$ cat src/design/fatlb_pkg.sv
`default_nettype none

package fatlb_pkg;

   localparam int VPN_W = 36;
   localparam int PPN_W = 20;
   localparam int OFS_W = 12;

   localparam logic OP_TRANSLATE = 1'b0;
   localparam logic OP_FLUSH     = 1'b1;

   // search token and what it has found so far, handed from cell to cell
   typedef struct packed {
      logic             tok;
      logic             found;
      logic [PPN_W-1:0] ppn;
   } fatlb_link_type;

   // broadcast from the controller to every cell
   typedef struct packed {
      logic             flush;
      logic             touch;
      logic             fill;
      logic [VPN_W-1:0] vpn;
      logic [PPN_W-1:0] wppn;
   } fatlb_upd_type;

   typedef struct packed {
      logic             hit;
      logic [PPN_W-1:0] ppn;
      logic [OFS_W-1:0] ofs;
      logic             status;
   } fatlb_res_type;

endpackage

`default_nettype wire

$ cat src/design/fatlb_cell.sv
`default_nettype none

module fatlb_cell #(
   parameter int              RANK_W     = 7,
   parameter logic [RANK_W-1:0] RESET_RANK = '0,
   parameter logic [RANK_W-1:0] MAX_RANK   = '1
) (
   input  logic                       clock,
   input  logic                       reset,
   input  fatlb_pkg::fatlb_link_type  link_in,
   input  logic [RANK_W-1:0]          link_rank_in,
   output fatlb_pkg::fatlb_link_type  link_out,
   output logic [RANK_W-1:0]          link_rank_out,
   input  fatlb_pkg::fatlb_upd_type   upd,
   input  logic [RANK_W-1:0]          upd_rank
);
   import fatlb_pkg::*;

   logic              valid_ff, valid_in;
   logic [VPN_W-1:0]  tag_ff, tag_in;
   logic [PPN_W-1:0]  ppn_ff, ppn_in;
   logic [RANK_W-1:0] rank_ff, rank_in;
   logic              tok_ff, tok_in;
   logic              found_ff, found_in;
   logic [PPN_W-1:0]  fppn_ff, fppn_in;
   logic [RANK_W-1:0] frank_ff, frank_in;
   logic              match;

   assign match = valid_ff && (tag_ff == upd.vpn);

   // search stage: first match along the chain wins
   always_comb begin
      tok_in   = link_in.tok;
      found_in = link_in.tok && (link_in.found || match);
      if (link_in.tok && !link_in.found && match) begin
         fppn_in  = ppn_ff;
         frank_in = rank_ff;
      end else begin
         fppn_in  = link_in.ppn;
         frank_in = link_rank_in;
      end
   end

   // entry and lru rank update
   always_comb begin
      valid_in = valid_ff;
      tag_in   = tag_ff;
      ppn_in   = ppn_ff;
      rank_in  = rank_ff;
      if (upd.flush) begin
         valid_in = 1'b0;
      end else if (upd.fill) begin
         if (rank_ff == '0) begin
            valid_in = 1'b1;
            tag_in   = upd.vpn;
            ppn_in   = upd.wppn;
            rank_in  = MAX_RANK;
         end else begin
            rank_in = rank_ff - 1'b1;
         end
      end else if (upd.touch) begin
         if (rank_ff == upd_rank) begin
            rank_in = MAX_RANK;
         end else if (rank_ff > upd_rank) begin
            rank_in = rank_ff - 1'b1;
         end
      end
   end

   always_ff @(posedge clock) begin
      if (reset) begin
         valid_ff <= 1'b0;
         rank_ff  <= RESET_RANK;
         tok_ff   <= 1'b0;
         found_ff <= 1'b0;
      end else begin
         valid_ff <= valid_in;
         rank_ff  <= rank_in;
         tok_ff   <= tok_in;
         found_ff <= found_in;
      end
   end

   always_ff @(posedge clock) begin
      tag_ff   <= tag_in;
      ppn_ff   <= ppn_in;
      fppn_ff  <= fppn_in;
      frank_ff <= frank_in;
   end

   assign link_out.tok   = tok_ff;
   assign link_out.found = found_ff;
   assign link_out.ppn   = fppn_ff;
   assign link_rank_out  = frank_ff;

endmodule

`default_nettype wire
$ cat config.mk
export PLATFORM = sky130hd
export DESIGN_NAME = fatlb_cell
export DESIGN_NICKNAME = d
export VERILOG_FILES = /design/src/design/fatlb_pkg.sv /design/src/design/fatlb_cell.sv
export SDC_FILE = /design/constraint.sdc
export NUM_CORES = 1
export LEC_CHECK = 0
export BUFFER_PORTS_ARGS = -buffer_cell sky130_fd_sc_hd__buf_2
export CORE_MARGIN = 2
export CORE_UTILIZATION = 45
export CTS_CLUSTER_DIAMETER = 150
export DETAILED_ROUTE_END_ITERATION = 12
export PLACE_DENSITY_LB_ADDON = 0.2
export SYNTH_ARGS = -nofsm -noshare
export SYNTH_HDL_FRONTEND = slang
export SYNTH_SLANG_ARGS = --single-unit
export TNS_END_PERCENT = 5
$ cat constraint.sdc
create_clock -name clock -period 8.4 [get_ports clock]
set_input_delay 2.52 -clock clock [delete_from_list [all_inputs] [get_ports clock]]
set_output_delay 2.52 -clock clock [all_outputs]
set_load 0.01 [all_outputs]
==> impl_metrics.json, run 1 <==
{
  "run_status": "finished clean",
  "vias": 2375,
  "rrSetupSlack_ns": 6.06,
  "finClkSkew_ns": 0.0127,
  "areaGrowthSynthToFinish_pct": 25.6,
  "startpoint_type": "primary input",
  "clockRootBuffer": "clkbuf_8",
  "max_slew_margin": 0.569,
  "p_comb_frac": 0.120,
  "tightest_slew_ns": 0.646,
  "most-common-layout-cells": "buf_2, edfxtp_1, dfxtp_1",
  "hold-path-endpoint": "fppn_ff[16]$_DFF_P_",
  "seq_area_frac_synth": 0.644,
  "first_pass_iters": 4,
  "cpPeakStageDelay_ns": 0.58,
  "start_util": 0.460,
  "synth_top_area_share": 0.447,
  "h-tree-depth": 3,
  "final_common_cell": "buf_2",
  "grt_pass1_wl_um": 11000,
  "grt_start_max_net_pins": 39,
  "gr-total-overflow": 0,
  "fin_crit_sh": 0.505,
  "end_kind": "flip-flop",
  "p_seq_frac": 0.541,
  "drive_gt1_frac": 0.464,
  "avgSynthCellArea_sq_um": 15.3,
  "grt_pass1_vias": 2299,
  "power.total_mw": 0.976,
  "maxCapViolations": 0,
  "routedWlPerCell_um": 14.2,
  "die_x_um": 95.4,
  "p_switching_mw": 0.223,
  "clk-insertion-delay-late_ns": 0.35,
  "syn-num-nets": 352,
  "dp_slack_ns": 3.71,
  "dieArea_sq_um": 9100,
  "hold_class": "flip-flop to flip-flop",
  "fin_nets": 485,
  "cts_resized": 0,
  "ys_ff_latch": 93,
  "dr.first_iter.drc_count": 54,
  "place_area_sq_um": 4500,
  "clock-sinks": 93,
  "maxSlewViolCount": 0,
  "arrival_ns": 4.48,
  "hp-start": "ppn_ff[16]$_DFFE_PP_",
  "synth.distinct_cells": 37,
  "dieHeight_um": 95.4,
  "stdcell_area_sq_um": 4730,
  "clockPowerShare": 0.338,
  "syn_inst": 246,
  "hpwlAfterDp_um": 5290,
  "regArea_sq_um": 2420,
  "synthTopCellsByArea": "edfxtp_1, dfxtp_1, xnor2_1",
  "vias_per_cell": 4.86,
  "crit_type": "primary input to flip-flop",
  "hold-path-cell-count": 1,
  "ant_nets": 0,
  "rsz0062_at_grt": "false",
  "rows": 33,
  "synth_area_leader_cell": "edfxtp_1",
  "clk_pin_slew_ns": 0.08,
  "p_leak_nw": 2.00,
  "core_sq_um": 8180,
  "worst-r2r-cell-count": 5,
  "whs_ns": 0.475,
  "postCtsSetupRepairBufs": 0,
  "drc": 0,
  "crit_slowest_cell": "nand4_4",
  "antenna_found_initial": 1,
  "internal-power_mw": 0.753,
  "swShare": 0.228,
  "numCtsBuffers": 9,
  "cts_tree": "done",
  "fill_cells": 716,
  "io_buffer_count": 125,
  "timing.fmax_mhz": 236,
  "diodes": 0,
  "r2r_start": "tag_ff[27]$_DFFE_PP_",
  "setup_viol": 0,
  "p_per_area_nw_per_um2": 207,
  "cts.hold.buffers_added": 0,
  "hold_violations": 0,
  "r2r_end": "fppn_ff[14]$_DFF_P_",
  "drt_wl_total_um": 6970,
  "syn_area_sq_um": 3760,
  "fin_crit_ns": 4.25,
  "setup_ws_ns": 4.15,
  "peakVddDrop_uv": 88.8,
  "multiInputGateArea_sq_um": 1270,
  "io_pins": 126,
  "tns_ns": 0,
  "ys_warn_count": 0,
  "grtUsageTotal": 0.160,
  "cp_max_fo": 27,
  "required_ns": 8.63,
  "place_congestion": 0.721,
  "worstPathCellList": "buf_2 -> xnor2_1 -> nand4_1 -> nor4_4 -> nand4_4 -> mux2_4",
  "cts_max_path_buffers": 2
}
[layout make-up]
class / count / share of cell area
flip-flops and latches: 93 / 0.513
multi-input cells: 140 / 0.269
repair buffers: 127 / 0.136
clock buffers: 10 / 0.0291
well taps: 105 / 0.0278
clock inverters: 6 / 0.0193
inverters: 8 / 0.00635
[flip-flops by register name, indices dropped and copies added (netlist names)]
signal / count
valid_ff: 1
link_rank_out: 7
tag_ff: 36
tok_ff: 1
found_ff: 1
fppn_ff: 20
ppn_ff: 20
rank_ff: 7
[worst max-delay path, delay by kind of cell]
family                 cells  cell delay [ns]
buffers and inverters      1             0.11
AND/OR/NAND/NOR            3             1.17
multiplexers               1             0.49
XOR/XNOR                   1             0.15
[worst max path at each step]
stage,slack [ns],start,to
2_1_floorplan,1.42,upd[56],ppn_ff[0]$_DFFE_PP_
3_3_place_gp,3.76,upd[37],fppn_ff[11]$_DFF_P_
3_5_place_dp,3.71,upd[47],fppn_ff[1]$_DFF_P_
4_1_cts,4.09,upd[47],fppn_ff[9]$_DFF_P_
5_1_grt,3.99,upd[47],link_rank_out[1]$_DFF_P_
6_report,4.15,upd[47],fppn_ff[14]$_DFF_P_
[power by group through the flow]
stage / Combinational, mW / Clock, mW / Sequential [mW]
2_1_floorplan: 0.0679 / 0 / 0.542
3_3_place_gp: 0.116 / 0 / 0.538
3_5_place_dp: 0.119 / 0 / 0.539
4_1_cts: 0.119 / 0.340 / 0.529
5_1_grt: 0.133 / 0.362 / 0.532
6_report: 0.117 / 0.330 / 0.528
[cells by family (layout without fill, tap and decap cells)]
| logic type | count (synthesis) | in the layout | synth area share |
|---|---|---|---|
| muxes | 27 | 27 | 0.101 |
| adders and majority gates | 9 | 9 | 0.0299 |
| buffers and inverters | 13 | 151 | 0.0190 |
| xor gates and xnor gates | 36 | 36 | 0.0838 |
| DFF | 93 | 93 | 0.644 |
| and+or+nand+nor | 45 | 45 | 0.0765 |
| AOI/OAI and AO/OA | 23 | 23 | 0.0459 |
[through the flow]
| step | util | cells |
|---|---|---|
| 6_report | 0.578 | 489 |
| 4_1_cts | 0.578 | 489 |
| 2_1_floorplan | - | 246 |
| 3_5_place_dp | 0.550 | 473 |
| 5_1_grt | 0.578 | 489 |
| 3_3_place_gp | 0.550 | 473 |
[routing by layer]
layer	vias up	GRT usage	share of wire
met5	-	0	0.0016
met4	2	0.0679	0.016
met3	11	0.0458	0.085
met2	90	0.249	0.46
met1	1092	0.209	0.44
li1	1180	-	-
[synth_stat cells]
cell type  number
edfxtp_1       56
nor3_1          4
a21oi_1         2
nor4_1          1
buf_4           2
o211ai_1        2
a211oi_1        3
dfxtp_1        37
mux2_2          7
o21a_1          1
or4_4           1
nand4_1         9
nand2_1         7
inv_1           8
nor4_2          1
clkbuf_1        1
nand4b_1        1
o211a_1         1
nand2b_1        3
a211o_1         1
nor2_1          8
nor2b_1         3
nand3b_1        1
o21bai_1        1
and3_4          1
buf_6           2
nand3_1         1
nor4_4          1
ha_1            9
a31oi_1         6
xnor2_1        36
or2_2           1
o22a_2          1
or3_1           1
a311oi_1        5
mux2_4         20
nand4_4         1
No activity file was read; power rests on OpenSTA's default activity.
==> inputs of run 2 (changes only) <==
ABC_AREA = 1   (was default)
clock period = 4.1 ns   (was 8.4 ns; I/O delays follow)
==> run 2 against run 1 <==
Against the previous run: clock power rose by 88%; critical path depth rose by 6; combinational power rose by 110%; routed wire length rose by 18%; non-clock buffer count rose by 1; final area rose by 5.7%; first-iteration DRC count rose by 110%; hold slack improved by 0.022 ns; clock-buffer cell count did not move; die area rose by 9.2%; critical path type unchanged; critical endpoint is now link_rank_out[2]$_DFF_P_; largest cell class unchanged; largest power group unchanged.
==> impl_metrics.json, run 2 <==
{
  "dieHeight_um": 99.7,
  "final_common_cell": "nand2_1",
  "rows": 34,
  "crit_start": "upd[55]",
  "grt_pass1_vias": 2999,
  "run_status": "finished clean",
  "ys_ff_latch": 93,
  "antenna_found_initial": 0,
  "top_regs": "tag_ff: 36 flops, fppn_ff: 20 flops, ppn_ff: 20 flops",
  "synthTopCellsByArea": "edfxtp_1, dfxtp_1, nand2_1",
  "timing.fmax_mhz": 367,
  "synth_area_leader_cell": "edfxtp_1",
  "largest_reg_flops": 36,
  "required_ns": 4.35,
  "gr-total-overflow": 0,
  "syn_area_sq_um": 4120,
  "grt_pass1_wl_um": 13200,
  "fin_crit_ns": 2.73,
  "peakVddDrop_uv": 177,
  "most-common-layout-cells": "nand2_1, buf_2, inv_1",
  "cts_resized": 0,
  "hold_violations": 0,
  "rrSetupSlack_ns": 1.96,
  "clk_pin_slew_ns": 0.10,
  "core_sq_um": 8810,
  "synth_ff_type": "edfxtp_1",
  "cts_max_path_buffers": 2,
  "syn-num-nets": 544,
  "dieArea_sq_um": 9940,
  "hold_class": "flip-flop to flip-flop",
  "finClkSkew_ns": 0.00793,
  "die_x_um": 99.7,
  "tns_ns": 0,
  "seq_area_frac_synth": 0.588,
  "r2r_start": "tag_ff[5]$_DFFE_PP_",
  "postCtsSetupRepairBufs": 0,
  "fill_cells": 782,
  "h-tree-depth": 3,
  "async_flop_share": 0,
  "p_leak_nw": 2.43,
  "startpoint_type": "primary input",
  "drt_wl_total_um": 8220,
  "regArea_sq_um": 2420,
  "synth-edff-count": 56,
  "io_buffer_count": 125,
  "hpwlAfterDp_um": 6170,
  "regMostFlops": "tag_ff",
  "io_pins": 126,
  "yosysMostFrequentCell": "nand2_1",
  "drc": 0,
  "cts.hold.buffers_added": 0,
  "syn_inst": 438,
  "ant_nets": 0,
  "start_util": 0.468,
  "rsz0062_at_grt": "false",
  "vias_per_cell": 4.71,
  "grt_start_max_net_pins": 30,
  "synth_top_area_share": 0.408,
  "dr.first_iter.drc_count": 116,
  "ys_warn_count": 0,
  "setup_viol": 0,
  "fin_nets": 671,
  "cp_max_fo": 29,
  "fin_crit_sh": 0.665,
  "numCtsBuffers": 9,
  "synth.distinct_cells": 31,
  "end_kind": "flip-flop",
  "hp-start": "ppn_ff[5]$_DFFE_PP_",
  "multiInputGateArea_sq_um": 1360,
  "avgSynthCellArea_sq_um": 9.41,
  "maxCapViolations": 0,
  "maxSlewViolCount": 0,
  "utilization": 0.567,
  "clk-insertion-delay-late_ns": 0.35,
  "first_pass_iters": 4,
  "crit_type": "primary input to flip-flop",
  "grtUsageTotal": 0.168,
  "place_congestion": 0.764,
  "routedWlPerCell_um": 12.1,
  "drive_gt1_frac": 0.277,
  "arrival_ns": 2.97,
  "cts_tree": "done",
  "vias": 3196,
  "areaGrowthSynthToFinish_pct": 21.2,
  "diodes": 0,
  "clock-sinks": 93,
  "tightest_slew_ns": 0.696,
  "netlist_top_cells_count": "nand2_1, inv_1, edfxtp_1, dfxtp_1, nor2_1",
  "max_slew_margin": 0.535,
  "clockRootBuffer": "clkbuf_8",
  "p_per_area_nw_per_um2": 388
}
-- run 2: path summary, 6_finish.rpt --
check | endpoint | depth (start not counted)
setup reg to reg | link_rank_out[2]$_DFF_P_ | 10
hold reg to reg | fppn_ff[5]$_DFF_P_ | 2
hold / removal | fppn_ff[5]$_DFF_P_ | 2
setup / recovery | link_rank_out[2]$_DFF_P_ | 12
-- run 2: critical path, cell delays in order --
cell	delay, ns
buf_2	0.09
inv_1	0.05
nand2_1	0.05
nand2_1	0.06
nor2_2	0.10
nand2_1	0.07
nor2_2	0.12
nand2_2	0.08
nor2_4	0.50
nand3_4	0.40
nand2_1	0.15
nand2_1	0.06
-- run 2: cells by family (layout without fill, tap and decap cells) --
family,Yosys count,count (layout),share of synthesized area
AO/OA/AOI/OAI,25,25,0.0340
XOR/XNOR,12,12,0.0255
adder cells (fa/ha/maj),9,9,0.0273
buffers and inverters,72,204,0.0850
flip-flops,93,93,0.588
AND/OR/NAND/NOR,227,227,0.240
-- run 2: final cells by class --
class	count	area share
tap	108	0.0270
clock buffer	10	0.0298
sequential	93	0.485
timing repair buffer	128	0.130
inverter	60	0.0451
clock inverter	6	0.0120
multi-input combinational	273	0.271
-- run 2: power breakdown --
part	switching, mW	internal (mW)
Sequential	0.0245	1.05
Clock	0.349	0.273
Combinational	0.138	0.106
Total	0.512	1.43
-- run 2: per-layer routing --
metal	vias to the layer above	wire, um	global-route usage
met1	1415	3660	0.201
met4	0	123	0.0706
li1	1677	-	-
met5	-	0	0
met3	11	543	0.0422
met2	93	3900	0.289
-- run 2: per-stage QoR --
step / instances / worst slack, ns / hold WS [ns] / area (sq um) / power, mW
after floorplan: 438 / 0.927 / 0.461 / 4120 / 1.24
after global placement: 662 / 0.995 / 0.474 / 4790 / 1.33
after detailed placement: 662 / 0.952 / 0.477 / 4790 / 1.34
after CTS: 678 / 1.35 / 0.498 / 5000 / 1.96
after global routing: 678 / 1.15 / 0.518 / 5000 / 2.03
final: 678 / 1.37 / 0.497 / 5000 / 1.94
==> inputs of run 3 (changes only) <==
clock period = 2.8 ns   (was 4.1 ns; I/O delays follow)
==> run 3 against run 2 <==
Against the previous run: sequential share of layout area is 0.13 points lower; critical endpoint is now rank_ff[4]$_SDFFE_PP0P_; clock-buffer cell count stayed put; clock skew is 0.0034 ns higher; sequential power is 47% higher.
==> impl_metrics.json, run 3 (same netlist as run 2, synthesis figures left out) <==
{
  "grtUsageTotal": 0.172,
  "diodes": 0,
  "fin_crit_sh": 0.757,
  "end_kind": "flip-flop",
  "start_util": 0.468,
  "dieHeight_um": 99.7,
  "setup_viol": 0,
  "power.total_mw": 2.83,
  "cts.hold.buffers_added": 0,
  "largest_reg_flops": 36,
  "regMostFlops": "tag_ff",
  "drive_gt1_frac": 0.280,
  "gr-total-overflow": 0,
  "clk-insertion-delay-late_ns": 0.35,
  "r2r_start": "rank_ff[6]$_SDFFE_PP0P_",
  "cts_max_path_buffers": 2,
  "rsz0062_at_grt": "false",
  "place_congestion": 0.837,
  "tightest_slew_ns": 0.430,
  "startpoint_type": "primary input",
  "crit_path_end": "rank_ff[4]$_SDFFE_PP0P_",
  "hold_class": "flip-flop to flip-flop",
  "arrival_ns": 2.37,
  "io_buffer_count": 125,
  "dr.first_iter.drc_count": 83,
  "io_pins": 126,
  "peakVddDrop_uv": 277,
  "whs_ns": 0.488,
  "fin_nets": 673,
  "clock-sinks": 93,
  "numCtsBuffers": 9,
  "antenna_found_initial": 0,
  "r2r_end": "rank_ff[4]$_SDFFE_PP0P_",
  "final_common_cell": "nand2_1",
  "timing.fmax_mhz": 472,
  "dp_cells": 664,
  "fin_crit_ns": 2.12,
  "tns_ns": 0,
  "postCtsSetupRepairBufs": 0,
  "most-common-layout-cells": "nand2_1, buf_2, inv_1",
  "cts_tree": "done",
  "clockRootBuffer": "clkbuf_8",
  "h-tree-depth": 3,
  "maxCapViolations": 0,
  "place_area_sq_um": 4800,
  "setup_ws_ns": 0.679,
  "required_ns": 3.04,
  "stdcell_area_sq_um": 5010,
  "drc": 0,
  "p_leak_nw": 2.44,
  "vias": 3186,
  "cp_max_fo": 8,
  "max_slew_margin": 0.713,
  "grt_start_max_net_pins": 35,
  "top_regs": "tag_ff: 36 flops, fppn_ff: 20 flops, ppn_ff: 20 flops",
  "drt_wl_total_um": 8350,
  "grt_pass1_vias": 3079,
  "finClkSkew_ns": 0.0113,
  "vias_per_cell": 4.69,
  "dieArea_sq_um": 9940,
  "worst-r2r-cell-count": 9,
  "cts_resized": 0,
  "ant_nets": 0,
  "p_per_area_nw_per_um2": 565,
  "die_x_um": 99.7,
  "core_sq_um": 8810,
  "first_pass_iters": 4,
  "routedWlPerCell_um": 12.3,
  "dp_slack_ns": 0.297,
  "rows": 34,
  "areaGrowthSynthToFinish_pct": 21.6,
  "crit_start": "upd_rank[6]",
  "utilization": 0.569,
  "rrSetupSlack_ns": 0.85,
  "hold_violations": 0,
  "maxSlewViolCount": 0,
  "crit_type": "primary input to flip-flop",
  "clk_pin_slew_ns": 0.10,
  "grt_pass1_wl_um": 13600,
  "run_status": "finished clean",
  "fin_cells": 680,
  "hpwlAfterDp_um": 6250
}
## run 3: changes by cell type in the layout (fill, tap and decap cells not counted), sizes merged
cell | previous run | this run
clkinv | 2 | 1
buf | 128 | 130
clkinvlp | 0 | 1
## run 3: final cells by class
type / count / area (sq um)
Fill cell: 806 / 3800
Sequential cell: 93 / 2420
Multi-Input combinational cell: 273 / 1360
Timing Repair Buffer: 130 / 663
Inverter: 60 / 225
Clock buffer: 10 / 149
Tap cell: 108 / 135
Clock inverter: 6 / 58.8
## run 3: report_power, final
group	total, mW	switching (mW)	leakage (nW)	internal, mW
clock network	0.901	0.503	0.104	0.398
registers	1.57	0.0370	0.821	1.54
logic	0.357	0.202	1.51	0.155
total	2.83	0.742	2.44	2.09
## run 3: routing by layer
layer  up-vias  wire, um  track usage  part of all wire
met5         -         0            0                 0
met3        11       499       0.0436             0.060
li1       1681         -            -                 -
met4         0       136       0.0727             0.016
met2        93      4090        0.302              0.49
met1      1401      3630        0.200              0.43
## run 3: worst min-delay path by stage
stage,depth (start not counted),slack [ns],to,from
after CTS,2,0.49,fppn_ff[12]$_DFF_P_,ppn_ff[12]$_DFFE_PP_
final,2,0.49,fppn_ff[8]$_DFF_P_,ppn_ff[8]$_DFFE_PP_
after global placement,2,0.47,fppn_ff[8]$_DFF_P_,ppn_ff[8]$_DFFE_PP_
after detailed placement,2,0.48,fppn_ff[17]$_DFF_P_,ppn_ff[17]$_DFFE_PP_
after global routing,2,0.52,fppn_ff[9]$_DFF_P_,ppn_ff[9]$_DFFE_PP_
after floorplan,2,0.46,link_rank_out[0]$_DFF_P_,rank_ff[0]$_SDFFE_PP0P_
## run 3: worst max-delay path, cell delays in order
cell and delay (ns):
buf_2 0.07, inv_1 0.03, ha_1 0.28, nand2_1 0.07, nor2_1 0.15, a21boi_0 0.27, nor2_1 0.09, nor2_2 0.22
nand2_1 0.16, nor2_1 0.12, nor2_1 0.06
